**config.mk**
```make
export PLATFORM = sky130hd
export DESIGN_NAME = lse_div
export DESIGN_NICKNAME = d
export VERILOG_FILES = /design/src/design/lse_pkg.sv /design/src/design/lse_div.sv
export SDC_FILE = /design/constraint.sdc
export NUM_CORES = 1
export LEC_CHECK = 0
export BUFFER_PORTS_ARGS = -buffer_cell sky130_fd_sc_hd__buf_2
export CAP_MARGIN = 20
export CORE_ASPECT_RATIO = 1.5
export CORE_MARGIN = 2
export CORE_UTILIZATION = 30
export CTS_CLUSTER_DIAMETER = 200
export DETAILED_ROUTE_END_ITERATION = 16
export PLACE_DENSITY = 0.56
export SYNTH_ARGS = -nofsm -noshare
export SYNTH_HDL_FRONTEND = slang
export SYNTH_SLANG_ARGS = --single-unit
```
**constraint.sdc**
```tcl
create_clock -name clk -period 2.4 [get_ports clk]
set_clock_uncertainty 0.1 [all_clocks]
set_input_delay 0.24 -clock clk [delete_from_list [all_inputs] [get_ports clk]]
set_output_delay 0.24 -clock clk [all_outputs]
set_load 0.005 [all_outputs]
```
**src/design/lse_pkg.sv**
```systemverilog
package lse_pkg;

	localparam int MaxLeds   = 64;
	localparam int MaxColors = 16;
	localparam int LedIdxW   = $clog2(MaxLeds);
	localparam int ColIdxW   = $clog2(MaxColors);
	localparam int DivNumW   = 17;
	localparam int DivDenW   = 11;
	localparam int DivSteps  = DivNumW;
	localparam int DivCntW   = $clog2(DivSteps + 1);

	localparam logic [8:0]  FullLevel = 9'd256;
	localparam logic [15:0] SeedReset = 16'hACE1;
	localparam logic [23:0] White     = 24'hFFFFFF;

	typedef enum logic [1:0] {
		CMD_RENDER = 2'd0,
		CMD_LOAD   = 2'd1,
		CMD_BLANK  = 2'd2,
		CMD_NONE   = 2'd3
	} cmd_t;

	typedef enum logic [2:0] {
		MODE_SOLID     = 3'd0,
		MODE_CHASE     = 3'd1,
		MODE_TWINKLE   = 3'd2,
		MODE_SEQUENCE  = 3'd3,
		MODE_STRIPES   = 3'd4,
		MODE_COMETS    = 3'd5,
		MODE_FIREWORKS = 3'd6,
		MODE_SOLID_ALT = 3'd7
	} mode_t;

	typedef enum logic [2:0] {
		REG_EFFECT_MODE   = 3'd0,
		REG_STRIP_LENGTH  = 3'd1,
		REG_PALETTE_SIZE  = 3'd2,
		REG_GLOBAL_LEVEL  = 3'd3,
		REG_DENSITY       = 3'd4,
		REG_FADE_FACTOR   = 3'd5,
		REG_REVERSE_ORDER = 3'd6,
		REG_RGB_STRIP     = 3'd7
	} reg_idx_t;

	typedef enum logic [4:0] {
		ST_IDLE,
		ST_FILL,
		ST_ADV,
		ST_ADV_W,
		ST_POS,
		ST_POS_W,
		ST_CHASE,
		ST_BAND,
		ST_FD_RD,
		ST_FD_CHK,
		ST_FD_DIV,
		ST_FD_WR,
		ST_SP_RAND,
		ST_SP_KW,
		ST_SP_CRAND,
		ST_SP_RD,
		ST_SP_CHK,
		ST_SP_CW,
		ST_SP_WR,
		ST_SP_NEXT,
		ST_EM_RD,
		ST_EM_S,
		ST_EM_C,
		ST_EM_OUT
	} state_t;

	typedef struct packed {
		logic [7:0] red;
		logic [7:0] green;
		logic [7:0] blue;
		logic [8:0] level;
		logic       rising;
	} pix_t;

	typedef struct packed {
		logic               start;
		logic [DivNumW-1:0] dividend;
		logic [DivDenW-1:0] divisor;
	} div_req_t;

	typedef struct packed {
		logic               done;
		logic [DivNumW-1:0] quot;
		logic [DivDenW-1:0] rem;
	} div_rsp_t;

	// Level of a tail pixel: full level shifted right by floor(num / den), zero past eight.
	function automatic logic [8:0] tail_level(input logic [16:0] num, input logic [14:0] den);
		logic [3:0]  k;
		logic [18:0] lim;
		k = '0;
		for (int j = 1; j <= 9; j++) begin
			lim = 19'(den) * 19'(j);
			if ({2'b00, num} >= lim) k = 4'(j);
		end
		return (k > 4'd8) ? 9'd0 : (FullLevel >> k);
	endfunction

	function automatic logic [15:0] lfsr_next(input logic [15:0] s);
		logic b;
		b = s[0] ^ s[2] ^ s[3] ^ s[5];
		return {b, s[15:1]};
	endfunction

endpackage

```
**src/design/lse_div.sv**
```systemverilog
module lse_div (
	input  logic              clk,
	input  logic              arst_n,
	input  lse_pkg::div_req_t req,
	output lse_pkg::div_rsp_t rsp
);
	import lse_pkg::*;

	logic               busy_q;
	logic               done_q;
	logic [DivCntW-1:0] cnt_q;
	logic [DivNumW-1:0] quo_q;
	logic [DivDenW-1:0] rem_q;
	logic [DivDenW-1:0] dvs_q;
	logic [DivDenW:0]   trial;
	logic               ge;

	assign trial = {rem_q, quo_q[DivNumW-1]};
	assign ge    = trial >= {1'b0, dvs_q};

	always_ff @(posedge clk or negedge arst_n) begin
		if (!arst_n) begin
			busy_q <= 1'b0;
			done_q <= 1'b0;
			cnt_q  <= '0;
		end else begin
			done_q <= 1'b0;
			if (req.start) begin
				busy_q <= 1'b1;
				cnt_q  <= DivCntW'(DivSteps);
			end else if (busy_q) begin
				cnt_q <= cnt_q - 1'b1;
				if (cnt_q == DivCntW'(1)) begin
					busy_q <= 1'b0;
					done_q <= 1'b1;
				end
			end
		end
	end

	// One quotient bit per cycle, restoring form.
	always_ff @(posedge clk) begin
		if (req.start) begin
			quo_q <= req.dividend;
			rem_q <= '0;
			dvs_q <= req.divisor;
		end else if (busy_q) begin
			quo_q <= {quo_q[DivNumW-2:0], ge};
			rem_q <= ge ? DivDenW'(trial - {1'b0, dvs_q}) : DivDenW'(trial);
		end
	end

	assign rsp.done = done_q;
	assign rsp.quot = quo_q;
	assign rsp.rem  = rem_q;

endmodule

```
==> reports/metrics.yaml <==
fillers: 829
htreeDepth: 2
avgSynthCellArea_um2: 11.5
switchingPower_mw: 1.04
grt_start_max_net_pins: 24
finalNetCount: 348
io_buffers: 59
end_kind: "flip-flop"
arrival_ns: 2.43
synth-simple-area-share: 0.116
ys_seq_area_frac: 0.500
synth_top_family_by_area: "compound AO/OA/AOI/OAI gates"
combPwrFrac: 0.427
required_ns: 2.51
tns_ns: 0
floorplan.initialDensity: 0.309
placedInstanceArea_mm2: 0.00305
cts_buffers: 5
die_area_mm2: 0.00900
maxSlewHeadroom: 0.644
status: "finished, final reports clean"
async_reset_ff_frac: 0.152
power_switching_share: 0.323
vias: 1890
clock_path_buffers: 2
hp-class: "input port to flip-flop"
syn_inst: 215
grt-ovfl-total: 0
crit_chain: "ha_4, fa_2, nor2b_2, o31a_1, o21ai_2, o21ai_2, buf_4, mux2_4, a211oi_2"
synth_compound_area_frac: 0.118
power_mw: 3.21
internal_power_mw: 2.17
antenna_found_initial: 0
timing.fmax_mhz: 433
dp_cells: 397
clock_latency_ns: 0.29
first_pass_iters: 4
clkPwrFrac: 0.208
synth_edf_count: 28
worst_slew_pin_slew_ns: 0.534
drtIter0Drc: 67
power.density_mw_per_mm2: 983
cp_max_fo: 3
ys_warn_count: 0
crit_path_frequent_cell: "o21ai_2"
hpwlAfterDp_um: 4150
ios: 60
gp_congestion: 0.776
synthAdderAreaFrac: 0.0738
cts_sinks: 46
cpLargestDelayFamily: "adder cells"
power_frac_seq: 0.365
p_leak_nw: 1.46
final-setup-viol-count: 0
stdcell_count: 409
grt_pass1_vias: 1863
multi_input_area_mm2: 0.00115
finalCritPeriodShare: 0.963
dominantRegCellSynth: "edfxtp_1"
grt_usage: 0.124
drc: 0
vdd_drop_max_v: 0.000411
area_growth_pct: 31.9
wire_per_inst_um: 13.3
grt_pass1_wl_um: 8560
muxShareOfSynthArea: 0.112
drv_cap: 0
slowest_stage: "edfxtp_1"
drtAntennaViolNets: 0
diodes: 0
cp-start-kind: "flip-flop"
critical_path_buf_inv_count: 1
regArea_mm2: 0.00124
slew_viol_final: 0
hold_viol_final: 0
fp.dieW_um: 78.1
rsz0062_at_grt: "true"
cts_root_buf: "clkbuf_16"
drive_above_1_share: 0.418
fin_area_mm2: 0.00326
vias_per_cell: 4.62
critPathKind: "flip-flop to flip-flop"
critPathMaxStageDelay_ns: 0.41
rows: 40
syn_area_mm2: 0.00247
ys_ff_latch: 46
synth_fp_nets: 260
core_area_mm2: 0.00801
die_h_um: 115
wirelength_um: 5430
fin_crit_ns: 2.31
clk_pin_slew_ns: 0.06
synth_cell_type_count: 50
tritoncts: "yes"
synth-xor-area-share: 0.0319
## cells in the mapped netlist (3+ instances only)
cell type / number / area [µm²]
inv_1: 16 / 60.1
nand3_1: 3 / 15.0
mux2_2: 17 / 191
dfxtp_1: 11 / 220
or3_1: 3 / 18.8
ha_1: 13 / 163
nand2_1: 7 / 26.3
o21ai_0: 9 / 45.0
a21oi_1: 5 / 25.0
dfrtp_1: 7 / 175
nand2b_1: 6 / 37.5
a211oi_1: 8 / 60.1
nor2_1: 18 / 67.6
clkbuf_1: 6 / 22.5
mux2i_1: 7 / 70.1
edfxtp_1: 28 / 841
xnor2_1: 8 / 70.1
## sequential cells by signal (all words and copies together) (netlist names)
register / cells
quo_q: 17
dvs_q: 11
rem_q: 11
cnt_q: 5
busy_q: 1
done_q: 1
## metrics by stage
step                       util  hold slack (ns)  setup WS [ns]
after floorplan               -           -0.156         0.0776
after global placement    0.381          -0.0167         0.0273
after detailed placement  0.381          -0.0165        -0.0292
after CTS                 0.403           0.0147         0.0105
after global routing      0.408           0.0170        -0.0255
final                     0.408           0.0228         0.0884
## power groups by stage
stage | sequential (mW) | combinational, mW | clock, mW
2_1_floorplan | 1.19 | 0.821 | 0
3_3_place_gp | 1.18 | 1.31 | 0
3_5_place_dp | 1.19 | 1.33 | 0
4_1_cts | 1.18 | 1.36 | 0.695
5_1_grt | 1.20 | 1.53 | 0.728
6_report | 1.17 | 1.37 | 0.668
## layout by cell type, fill, tap and decap left out, drive strengths merged, types with 2 or more instances in the layout
cell    netlist  final
nand2         7      7
o211ai        2      2
a21oi         5      5
a211oi        9      9
buf           4     90
nor3          2      2
clkbuf        6      6
clkinv        1      3
nor4          2      2
nand3         4      4
a311oi        2      2
mux2i         7      7
xnor2         8      8
nor2b         2      2
o22ai         2      2
or3           3      3
nand2b        6      6
mux2         18     18
o31a          2      2
edfxtp       28     28
o21ai        12     12
nor2         18     18
nor3b         2      2
ha           13     13
dfxtp        11     11
dfrtp         7      7
o21a          2      2
inv          16     16
## timing repair
action,CTS,global route
pin swaps,2,8
setup buffers,1,2
hold buffers,1,0
endpoints found under the setup margin,2,9
gates resized for setup,4,2
hold endpoints to repair,7,0
## worst paths after layout
check / start / end / slack, ns / depth (start not counted)
setup / recovery: dvs_q[0] / rem_q[0] / 0.09 / 9
hold / removal: req[8] / dvs_q[8] / 0.02 / 1
setup reg to reg: dvs_q[0] / rem_q[0] / 0.09 / 9
hold reg to reg: cnt_q[4] / cnt_q[4] / 0.41 / 2
max in group asynchronous: arst_n / cnt_q[3] / 1.81 / 2
min in group asynchronous: arst_n / cnt_q[2] / 0.24 / 2
## layout make-up
class,count,area share
timing repair buffer,91,0.166
sequential,46,0.379
clock inverter,2,0.00422
tap,105,0.0403
clock buffer,6,0.0395
multi-input combinational,142,0.352
inverter,17,0.0196
## routing by layer
layer  routed length (µm)  GRT usage
met5                    0          0
met4                  150     0.0550
met3                  192     0.0259
met2                 3060      0.233
met1                 2030      0.131
## logic make-up (layout without fill, tap and decap cells)
logic type                 Yosys count  count (layout)
AOI/OAI and AO/OA                   41              41
muxes                               25              25
and+or+nand+nor                     53              53
adders and majority gates           14              14
buffers and inverters               27             116
xor gates and xnor gates             9               9
DFF                                 46              46
Power figures use the tool's default switching activity.
